$ cat config.mk
export PLATFORM = sky130hd
export DESIGN_NAME = mpfc_ram
export DESIGN_NICKNAME = d
export VERILOG_FILES = /design/src/rtl/mpfc_ram.sv
export SDC_FILE = /design/constraint.sdc
export NUM_CORES = 2
export LEC_CHECK = 0
export BUFFER_PORTS_ARGS = -buffer_cell sky130_fd_sc_hd__buf_4
export CORE_MARGIN = 1
export CORE_UTILIZATION = 45
export DETAILED_ROUTE_END_ITERATION = 8
export HOLD_SLACK_MARGIN = 0.08
export PLACE_DENSITY = 0.57
export SLEW_MARGIN = 40
export SYNTH_ARGS = -nofsm -noshare
export SYNTH_HDL_FRONTEND = slang
export SYNTH_SLANG_ARGS = --single-unit
$ cat constraint.sdc
create_clock -name clock -period 4.3 [get_ports clock]
set_clock_uncertainty 0.05 [all_clocks]
set_input_delay 0.86 -clock clock [delete_from_list [all_inputs] [get_ports clock]]
set_output_delay 0.86 -clock clock [all_outputs]
set_load 0.01 [all_outputs]
$ cat src/rtl/mpfc_ram.sv
// Generic simple dual-port RAM, one write and one registered read port.
// No dependencies.
`timescale 1ns / 1ps

module mpfc_ram #(
   parameter int WIDTH = 16,
   parameter int DEPTH = 128
) (
   input  logic                     clock,
   input  logic                     we,
   input  logic [$clog2(DEPTH)-1:0] waddr,
   input  logic [WIDTH-1:0]         wdata,
   input  logic [$clog2(DEPTH)-1:0] raddr,
   output logic [WIDTH-1:0]         rdata
);

   logic [WIDTH-1:0] mem [DEPTH];
   logic [WIDTH-1:0] rdata_ff;

   always_ff @(posedge clock) begin
      if (we) begin
         mem[waddr] <= wdata;
      end
      rdata_ff <= mem[raddr];
   end

   assign rdata = rdata_ff;

endmodule

==> flow_metrics.tcl <==
set metrics [dict create \
    yosysWarnings 0 \
    io_buffers 47 \
    synth_common_cells "edfxtp_1 (2,048), mux4_2 (672), nor2_1 (122), clkbuf_1 (82), buf_2 (52)" \
    ys.flop_type "edfxtp_1" \
    syn_avg_cell_area_um2 25.4 \
    leakage_nw 28.0 \
    gr-max-usage-layer "met2" \
    grt_overflow 0 \
    synth_top_area_cell "edfxtp_1" \
    antenna_found_initial 25 \
    critical_path.top_delay_family "multiplexers" \
    ys_ff_latch 2064 \
    arrival_ns 3.78 \
    crit_start "raddr[0]" \
    ioPinCount 48 \
    wl_per_cell_um 33.0 \
    grtUsageTotal_pct 22.7 \
    synth-xor-area-share_pct 0 \
    die-height_um 420 \
    die_x_um 420 \
    path_clk_slew_ns 0.06 \
    tns_ns 0 \
    yosysMostFrequentCell "edfxtp_1" \
    setup_violations 0 \
    rrSetupSlack_ns 1.73 \
    grt_setup_unrepaired "false" \
    r2r-start "mem[7][10]" \
    min_path_cells 1 \
    status "finished, final reports clean" \
    placedCellCount 5526 \
    root_buffer "clkbuf_16" \
    start_util_pct 45.5 \
    synth_nets 3118 \
    synth.area.mux_share_pct 19.5 \
    reg2reg_depth 4 \
    hpwl_um 114000 \
    cts_setup_buffers 0 \
    synthCells 3086 \
    nNetsFinal 3456 \
    hold_buffers 0 \
    cp_common_cell "mux4_2" \
    critPathBufInv 2 \
    p_per_area_mw_per_mm2 467 \
    ys_top_cells_by_area "edfxtp_1 (78%), mux4_2 (19%), nor2_1 (0.58%), dfxtp_1 (0.41%), clkbuf_1 (0.39%)" \
    hold_path_class "in -> reg" \
    critPathSlowestCell "mux4_2" \
    ant_nets 0 \
    dr_total_vias 35300 \
    cp.required_ns 4.98 \
    clockBufferDepth 3 \
    drv_slew 0 \
    synth-edff-count 2048 \
    path_cells "buf_8, buf_12, mux4_2, mux4_2, mux4_2, mux2_2" \
    grt_pass1_vias 36400 \
    critPathMaxFanout 60 \
    seq_area_frac_synth_pct 78.7 \
    grt_util_met3_pct 5.55 \
    insertion_delay_ns 0.86 \
    drive_gt1_share_pct 35.7 \
    grt_util_met1_pct 31.2 \
    fp.dieArea_mm2 0.176 \
    area_growth_pct 14.9 \
    period_minus_slack_ns 3.10 \
    r2r_end "rdata[10]" \
    routabilityCongestion 0.791 \
    drt_iter0_markers 4091 \
    yosys.area_share.adder_pct 0 \
    finalHoldViolations 0 \
    max_stage_delay_ns 0.62 \
    crit_type "in -> reg" \
    cts.sinks 2064 \
    drv_cap 0 \
    fin_crit_sh_pct 72.0 \
    min_from "wdata[4]" \
    tritoncts.num_buffers 203 \
    htreeDepth 4 \
    start_kind "input port" \
    gr-usage-met2_pct 36.1 \
    tightestPinTransition_ns 0.911 \
    end_kind "flop" \
    wirelength_um 195000 \
    grt_max_degree 102 \
    whs_endpoint "mem[18][4]" \
    tritoncts "yes" \
    peakVddDrop_uv 409 \
    fin_cells 5918 \
    synth-simple-area-share_pct 0.888 \
    maxSlewHeadroom_pct 39.3 \
    cts_resized 0 \
    mappedNetlistArea_mm2 0.0785 \
    drc 0 \
    synthArstFlopShare_pct 0 \
    synth_top_area_share_pct 78.3 \
    grt_pass1_wl_um 276000 \
    max_freq_mhz 323 \
    synth_top_family_by_area "multiplexers" \
    via_per_inst 5.96 \
    coreArea_mm2 0.172 \
    drtPass1Iterations 5 \
    rows 152 \
    ys_types 17 \
    synth_compound_area_share_pct 0 \
]
==> metal layers <==
| metal | part of all wire [%] | vias to the layer above | wire (um) |
|---|---|---|---|
| met5 | 0.0061 | - | 12 |
| met4 | 2.7 | 2 | 5330 |
| met3 | 8.5 | 262 | 16700 |
| met2 | 49 | 1493 | 95800 |
| met1 | 40 | 19300 | 77600 |
| li1 | - | 14200 | - |
==> power breakdown <==
| group | switching [mW] | internal, mW | leakage (nW) |
|---|---|---|---|
| registers | 0.0622 | 22.2 | 18.5 |
| logic | 1.24 | 0.899 | 6.19 |
| clock network | 7.53 | 10.2 | 3.23 |
==> cell type report <==
type	count	area, um2
antenna	9	22.5
sequential	2064	61800
tap	2310	2890
fill	13000	82300
multi-input combinational	858	16100
clock buffer	252	5350
timing repair buffer	297	2780
clock inverter	128	1310
==> through the flow <==
| stage | cell area, um2 | setup WS [ns] | util, % | power, mW | hold WS [ns] |
|---|---|---|---|---|---|
| floorplan | 78500 | 0.895 | - | 23.8 | 0.909 |
| global placement | 83400 | 0.296 | 48.4 | 24.8 | 1.07 |
| detailed placement | 83500 | 0.326 | 48.4 | 24.9 | 1.07 |
| CTS | 90100 | 1.24 | 52.2 | 42.5 | 0.401 |
| global route | 90200 | 1.14 | 52.3 | 43.3 | 0.314 |
| finish | 90200 | 1.20 | 52.3 | 42.2 | 0.350 |
==> cells in the final DEF (no fill, tap or decap), drive strengths merged <==
| master | Yosys | layout |
|---|---|---|
| clkbuf | 82 | 255 |
| dfxtp | 16 | 16 |
| nor2b | 7 | 7 |
| clkinv | 0 | 90 |
| nor3 | 9 | 9 |
| nor2 | 122 | 122 |
| edfxtp | 2048 | 2048 |
| inv | 0 | 6 |
| diode | 0 | 9 |
| mux2 | 16 | 16 |
| nand2b | 2 | 2 |
| nand2 | 14 | 14 |
| mux4 | 672 | 672 |
| clkinvlp | 0 | 9 |
| nand4 | 3 | 3 |
| nand3 | 12 | 12 |
| buf | 82 | 294 |
| or3 | 1 | 1 |
| bufinv | 0 | 23 |
==> worst max path at each step <==
stage               endpoint  slack (ns)  depth (start not counted)
global route        rdata[0]        1.14                          6
finish              rdata[0]        1.20                          6
detailed placement  rdata[0]        0.33                          8
global placement    rdata[0]        0.30                          8
floorplan           rdata[0]        0.89                          6
CTS                 rdata[0]        1.24                          6
==> registers in the layout (all words and copies together), names as in the netlist <==
signal,flops
mem,2048
rdata,16
==> kinds of logic (layout without fill, tap and decap cells) <==
logic type,after synthesis,in the layout
simple gates,170,170
mux,688,688
flops,2064,2064
other cells,0,9
buf+inv,164,677
Note: power is estimated with default switching activity, not from simulation.
