$ cat src/rtl/mpfc_pkg.sv
// Shared types and constants for the multirate polyphase FIR chain.
// No dependencies.
`timescale 1ns / 1ps

package mpfc_pkg;

   localparam int NUM_PHASES  = 4;
   localparam int KERNEL_BANK = 4;
   localparam int ACC_WIDTH   = 32;
   localparam int IO_WIDTH    = 16;

   localparam logic OP_SAMPLE = 1'b0;
   localparam logic OP_COEF   = 1'b1;

   typedef struct packed {
      logic valid;
      logic first;
      logic last;
   } mac_ctl_type;

   // decimator phase to coefficient bank
   function automatic logic [1:0] decim_bank(input logic [1:0] ph);
      logic [1:0] b;
      case (ph)
         2'd0: b = 2'd0;
         2'd1: b = 2'd3;
         2'd2: b = 2'd2;
         2'd3: b = 2'd1;
         default: b = 2'd0;
      endcase
      return b;
   endfunction

endpackage

$ cat src/rtl/mpfc_mac.sv
// Shared multiply-accumulate unit: product register, Q1.31 accumulator.
// Depends on mpfc_pkg.
`timescale 1ns / 1ps

module mpfc_mac import mpfc_pkg::*; #(
   parameter int DATA_WIDTH = 16,
   parameter int COEF_WIDTH = 16
) (
   input  logic                         clock,
   input  logic                         reset,
   input  mac_ctl_type                  ctl,
   input  logic signed [DATA_WIDTH-1:0] sample,
   input  logic signed [COEF_WIDTH-1:0] coef,
   output logic                         done,
   output logic signed [DATA_WIDTH-1:0] result
);

   localparam int PROD_W = DATA_WIDTH + COEF_WIDTH;
   localparam int SH     = ACC_WIDTH + 1 - PROD_W;
   localparam int SHL    = (SH > 0) ? SH : 0;
   localparam int SHR    = (SH < 0) ? -SH : 0;

   mac_ctl_type s1_ff, s2_ff;
   logic signed [PROD_W-1:0] prod_ff, prod_in;
   logic signed [63:0]       prod_ext;
   logic [ACC_WIDTH-1:0]     acc_ff, acc_in, term;
   logic                     done_ff;

   assign prod_in  = sample * coef;
   assign prod_ext = 64'(prod_ff);
   assign term     = ACC_WIDTH'((prod_ext <<< SHL) >>> SHR);
   assign acc_in   = s2_ff.first ? term : acc_ff + term;

   always_ff @(posedge clock) begin
      if (reset) begin
         s1_ff   <= '0;
         s2_ff   <= '0;
         done_ff <= 1'b0;
      end else begin
         s1_ff   <= ctl;
         s2_ff   <= s1_ff;
         done_ff <= s2_ff.valid & s2_ff.last;
      end
      prod_ff <= prod_in;
      if (s2_ff.valid) begin
         acc_ff <= acc_in;
      end
   end

   assign done   = done_ff;
   assign result = acc_ff[ACC_WIDTH-1 -: DATA_WIDTH];

endmodule

$ cat config.mk
export PLATFORM = sky130hd
export DESIGN_NAME = mpfc_mac
export DESIGN_NICKNAME = d
export VERILOG_FILES = /design/src/rtl/mpfc_pkg.sv /design/src/rtl/mpfc_mac.sv
export SDC_FILE = /design/constraint.sdc
export NUM_CORES = 1
export LEC_CHECK = 0
export ABC_AREA = 1
export BUFFER_PORTS_ARGS = -buffer_cell sky130_fd_sc_hd__buf_4
export CELL_PAD_IN_SITES_DETAIL_PLACEMENT = 2
export CELL_PAD_IN_SITES_GLOBAL_PLACEMENT = 2
export CORE_UTILIZATION = 41
export DETAILED_ROUTE_END_ITERATION = 8
export GPL_ROUTABILITY_DRIVEN = 0
export HOLD_SLACK_MARGIN = 0.12
export PLACE_DENSITY = 0.95
export SYNTH_ARGS = -nofsm -noshare
export SYNTH_HDL_FRONTEND = slang
export SYNTH_SLANG_ARGS = --single-unit
$ cat constraint.sdc
create_clock -name clock -period 11.3 [get_ports clock]
set_clock_uncertainty 0.05 [all_clocks]
set_input_delay 2.26 -clock clock [delete_from_list [all_inputs] [get_ports clock]]
set_output_delay 2.26 -clock clock [all_outputs]
set_load 0.01 [all_outputs]
==> results of run 1 <==
-- area by class of cell --
class	instances	area share [%]
Clock buffer	9	1.43
Clock inverter	7	0.388
Inverter	556	13.2
Multi-Input combinational cell	1313	68.0
Sequential cell	69	10.7
Tap cell	461	3.65
Timing Repair Buffer	55	2.62
-- synth_stat cells (7+ instances only) --
cell type / number / area [µm²]
ha_1: 110 / 1380
a21oi_1: 52 / 260
nand3_1: 76 / 380
nand4_1: 13 / 81.3
or2_2: 10 / 62.6
nand2_2: 13 / 81.3
nor3_2: 7 / 70.1
inv_1: 552 / 2070
nor2_1: 74 / 278
buf_4: 17 / 128
fa_1: 257 / 5140
a21o_1: 7 / 52.6
o21ai_0: 18 / 90.1
xor2_1: 20 / 175
dfxtp_1: 38 / 761
nand3_2: 7 / 70.1
edfxtp_1: 31 / 931
clkbuf_1: 58 / 218
nand2_1: 600 / 2250
-- per-layer routing --
metal	GRT usage [%]	part of all wire, %	up-vias
met3	8.91	6.1	380
li1	-	-	5792
met2	68.0	51	617
met5	0	0.034	-
met4	32.3	9.6	4
met1	38.0	34	6997
-- path summary, 6_finish.rpt --
path                                           start              endpoint  slack (ns)  cells after the start
worst max-delay path                        coef[15]   prod_ff[25]$_DFF_P_        2.57                     22
worst max register to register  acc_ff[18]$_DFFE_PP_  acc_ff[20]$_DFFE_PP_        8.60                     10
worst min register to register   s1_ff[2]$_SDFF_PP0_   s2_ff[2]$_SDFF_PP0_        0.38                      2
worst min-delay path             s1_ff[2]$_SDFF_PP0_   s2_ff[2]$_SDFF_PP0_        0.38                      2
-- flip-flops by register name, summed over array words and instances (netlist names) --
name / count
s1_ff: 3
s2_ff: 3
acc_ff: 31
prod_ff: 31
done: 1
-- layout by cell type, fill, tap and decap left out, drive strengths merged --
master,netlist,layout
nand4,13,13
nand2,613,613
clkinv,0,2
o31ai,1,1
nand3,83,83
xnor2,6,6
o21bai,7,7
a31oi,2,2
nand2b,1,1
and2,2,2
fa,257,257
o21ai,22,22
a21o,7,7
clkbuf,59,9
or2,12,12
nor4,3,3
edfxtp,31,31
xor2,20,20
nor2,79,79
ha,110,110
nand3b,4,4
o21a,2,2
inv,556,561
dfxtp,38,38
buf,20,55
a21oi,55,55
nor3,14,14
-- per-stage QoR --
stage / util, % / area (µm²)
after floorplan: - / 14900
after global placement: 43.5 / 15500
after detailed placement: 43.5 / 15500
after CTS: 44.3 / 15800
after global routing: 44.3 / 15800
final: 44.3 / 15800
-- tightest hold or removal path, cell delays in order, from the launching register on --
cell and delay [ns]:
dfxtp_1 0.32, inv_1 0.05, nor2_1 0.03
-- kinds of logic after synthesis --
| kind of cell | share of synthesized area (%) |
|---|---|
| AOI/OAI and AO/OA | 3.66 |
| xor gates and xnor gates | 1.53 |
| adders and majority gates | 43.8 |
| buffers and inverters | 16.5 |
| DFF | 11.4 |
| and+or+nand+nor | 23.1 |
==> metrics, run 1 <==
1st-iter DRT viols=651; routed vias=13800; Die X=192 µm; Routed Wire Length=67600 µm; count of cell types in the netlist=40; CTS buffer count=9; YS warnings=0; post-synthesis cell count=2017; biggest cell delay along the critical path=0.82 ns; FP Rows=69; setup_tns=0 ns; kind of critical path=input pin to register; initial core utilization=41.7%; PostCTS Resize Cnt=0; Synth-to-Final Area Change=6.14%; crit start category=input pin; post-synthesis register bit count=69; pre-CTS WS=2.95 ns; unrepaired setup endpoints after global routing=false; Final Cycle Share=77.3%; layout cells sized above 1=6.12%; die area=0.0370 mm²; cell breakdown of the critical path=buf_4, inv_1, or2_2, fa_1, fa_1, inv_1, fa_1, fa_1, fa_1, inv_1, fa_1, inv_1, ha_1, nand2_1, nor2_1, inv_1, o21ai_1, nand2_1, nand3_1, nand2_1, inv_1, nor2_1; Final Non-Filler Cells=2470; CTS tree=yes; outcome=finished clean; Avg Synthesized Cell Area=7.37 µm²; dpl cells=2454; Die Span Y=192 µm; crit path max fanout=17; sequential fraction of the synthesis area=11.4%; fraction of registers with async set/reset=0%; clock slew at reported path FFs=0.07 ns; Post-CTS Setup Bufs=0; initial antenna violation count=4; Clock Path Buffers=2; Slew @ Worst Pin=1.13 ns; nets=2408; H-tree depth=3; Final Slew Violations=0; routed len/inst=27.4 µm; first-pass GRT wire length=102000 µm; Crit path max-delay family=adder cells; Worst Setup End Kind=register; via density per instance=5.58; final setup vio count=0; later-pin clock latency in the skew report=0.36 ns; largest net degree at the start of global routing=40; Syn Std Cell Area=0.0149 mm²; worst min path class=register to register; Final ANT Viol Nets=0; Post-synth EDFFs=31; area of the core=0.0357 mm²; gr ovfl total=0; ys flop type=dfxtp_1; TritonRoute pass-1 iters=5; syn_nets=2421; Fin Hold WS=0.384 ns; worst setup margin=2.57 ns; maxcap violations=0; placed wire-length estimate=54100 µm; min Tclk post-route=8.73 ns; Post-route DRC=0; Antenna diodes=0; total I/O pin count=54; Worst Path Required=11.50 ns; Global Route Usage Sum=38.4%; Fmax=0.114 GHz; Fillers=4143; IO buf count=53; Root Buffer=clkbuf_16; Fin. Hold Viols=0; Multi-input gate area=0.0107 mm²; crit path DAT=8.93 ns; CP max stage cell=fa_1; vias in the first global route=16800; CTS Hold Bufs=0; Sink Count=69; Reg area=0.00169 mm²; Buf/Inv on CP=7; Relative slew margins=24.8%
Power of run 1 is left out: the tool's default activity adds up to more than one toggle a clock period on the data nets, which glitch-free logic cannot reach.
==> run 2, diff against run 1 <==
Settings changed: CORE_UTILIZATION 41 to 35, PLACE_DENSITY 0.95 to 0.9.
Clock period 11.3 ns to 8 ns, I/O delays scaled along.
==> run 2 against run 1 <==
Sequential share of layout area fell by 0.068 points. Die area rose by 17%. Cell count rose by 3.2%. Critical path depth fell by 5. Global-route usage fell by 8.6 points. Via count fell by 4.6%.
==> metrics, run 2 (synthesized netlist as in run 1, its figures left out) <==
layout cells sized above 1=6.12% (unchanged); Die X=208 µm (+8.1%); commonest cells after routing, fill and taps aside=nand2_1, inv_1, fa_1; setup_tns=0 ns (unchanged); H-tree depth=3 (unchanged); highest metal used=met4; DR WL met3=1850 µm (-55%); initial core utilization=35.5% (-6.3 points); largest net degree at the start of global routing=40 (unchanged); die area=0.0433 mm² (+17%); Final Slew Violations=0 (unchanged); DP Area=0.0156 mm² (+0.63%); CTS Hold Bufs=0 (unchanged); later-pin clock latency in the skew report=0.36 ns (about the same); Slew @ Worst Pin=1.04 ns (-0.0848 ns); Reg area=0.00169 mm² (unchanged); final setup vio count=0 (unchanged); crit start category=input pin; Die Span Y=208 µm (+8.1%); IO buf count=53 (unchanged); Most common cell on crit path=fa_1; CTS tree=yes; Fillers=4919 (+19%); crit path DAT=7.69 ns (-1.24 ns); 1st-iter DRT viols=511 (-22%); Sink Count=69 (unchanged); Final ANT Viol Nets=0 (unchanged); Multi-input gate area=0.0107 mm² (unchanged); Crit path max-delay family=adder cells; first-pass GRT wire length=96100 µm (-6.1%); crit path max fanout=16 (-1); Top Registers=acc_ff: 31 flops, prod_ff: 31 flops; Fin. Hold Viols=0 (unchanged); routed vias=13200 (-4.6%); Root Buffer=clkbuf_16; Routed Wire Length=61700 µm (-8.7%); routed len/inst=24.2 µm (-12%); total I/O pin count=54 (unchanged); placed wire-length estimate=51900 µm (-4.1%); biggest cell delay along the critical path=0.91 ns (+0.09 ns); nets=2408 (unchanged); Post-Layout Inst Area=0.0159 mm² (+0.64%); Antenna diodes=0 (unchanged); final core occ=37.9% (-6.4 points); worst min path class=register to register; Buf/Inv on CP=4 (-3); vias in the first global route=16500 (-2.0%); Post-CTS Setup Bufs=0 (unchanged); unrepaired setup endpoints after global routing=false; outcome=finished clean; Fmax=0.133 GHz; gr ovfl total=0 (unchanged); CP max stage cell=fa_1; Clock Path Buffers=2 (unchanged); area of the core=0.0419 mm² (+18%); Synth-to-Final Area Change=6.82%; Met1 Wirelength=22100 µm (-2.9%); commonest non-fill, non-tap cell in the layout=nand2_1; PostCTS Resize Cnt=0 (unchanged); FP Rows=75 (+8.7%); initial antenna violation count=0 (-4); Post-route DRC=0 (unchanged); kind of critical path=input pin to register; met2 wire len=33300 µm (-2.6%); TritonRoute pass-1 iters=4 (-1); clock slew at reported path FFs=0.07 ns (about the same); cell breakdown of the critical path=buf_4, nand2_1, fa_1, inv_1, fa_1, fa_1, fa_1, fa_1, inv_1, fa_1, inv_1, ha_1, nand2_1, nor4_1, o21ai_0, nand4_1, nand2_1; Worst Setup End Kind=register; Relative slew margins=30.4% (+5.7 points); Worst Path Required=8.20 ns (-3.30 ns); Global Route Usage Sum=29.8% (-8.6 points); maxcap violations=0 (unchanged); Final Cycle Share=93.7%; CTS buffer count=9 (unchanged); min Tclk post-route=7.50 ns; via density per instance=5.16 (-7.6%)
[run 2: cell count changes in the layout (fill, tap and decap cells not counted)]
| cell | delta |
|---|---|
| clkinv_4 | -1 |
| inv_4 | -1 |
| inv_8 | +1 |
| clkinvlp_4 | +1 |
[run 2: final timing paths]
check	depth (start not counted)	endpoint	slack, ns	from
worst max-delay path	17	prod_ff[27]$_DFF_P_	0.50	sample[15]
worst min-delay path	2	s2_ff[0]$_SDFF_PP0_	0.37	s1_ff[0]$_SDFF_PP0_
worst max register to register	11	acc_ff[17]$_DFFE_PP_	5.42	prod_ff[0]$_DFF_P_
worst min register to register	2	s2_ff[0]$_SDFF_PP0_	0.37	s1_ff[0]$_SDFF_PP0_
[run 2: layout make-up]
| type | instances | share of cell area [%] |
|---|---|---|
| Timing Repair Buffer | 55 | 2.60 |
| Tap cell | 539 | 4.24 |
| Clock buffer | 9 | 1.42 |
| Sequential cell | 69 | 10.6 |
| Inverter | 556 | 13.1 |
| Multi-Input combinational cell | 1313 | 67.5 |
| Clock inverter | 7 | 0.410 |
[run 2: stage by stage]
step	setup slack (ns)	hold slack (ns)	cells
4_1_cts	0.568	0.376	2548
2_1_floorplan	1.08	0.338	2017
3_5_place_dp	0.180	0.365	2532
3_3_place_gp	0.883	0.341	2532
6_report	0.502	0.374	2548
5_1_grt	0.417	0.405	2548
[run 2: per-layer routing]
| layer | vias up | GRT usage (%) |
|---|---|---|
| met1 | 6741 | 30.1 |
| met4 | 0 | 19.9 |
| met3 | 241 | 3.50 |
| met2 | 372 | 57.1 |
| li1 | 5797 | - |
| met5 | - | 0 |
[run 2: worst reg2reg max path, stage by stage (launching register included)]
cell and delay (ns):
dfxtp_1 0.37, ha_1 0.26, inv_1 0.08, fa_1 0.36, inv_1 0.17, nand3_1 0.11
nand3_1 0.20, nand2_1 0.12, a21oi_1 0.21, o21ai_0 0.14, nand3b_1 0.17, nand2_1 0.10
Power of run 2 is left out for the same reason.
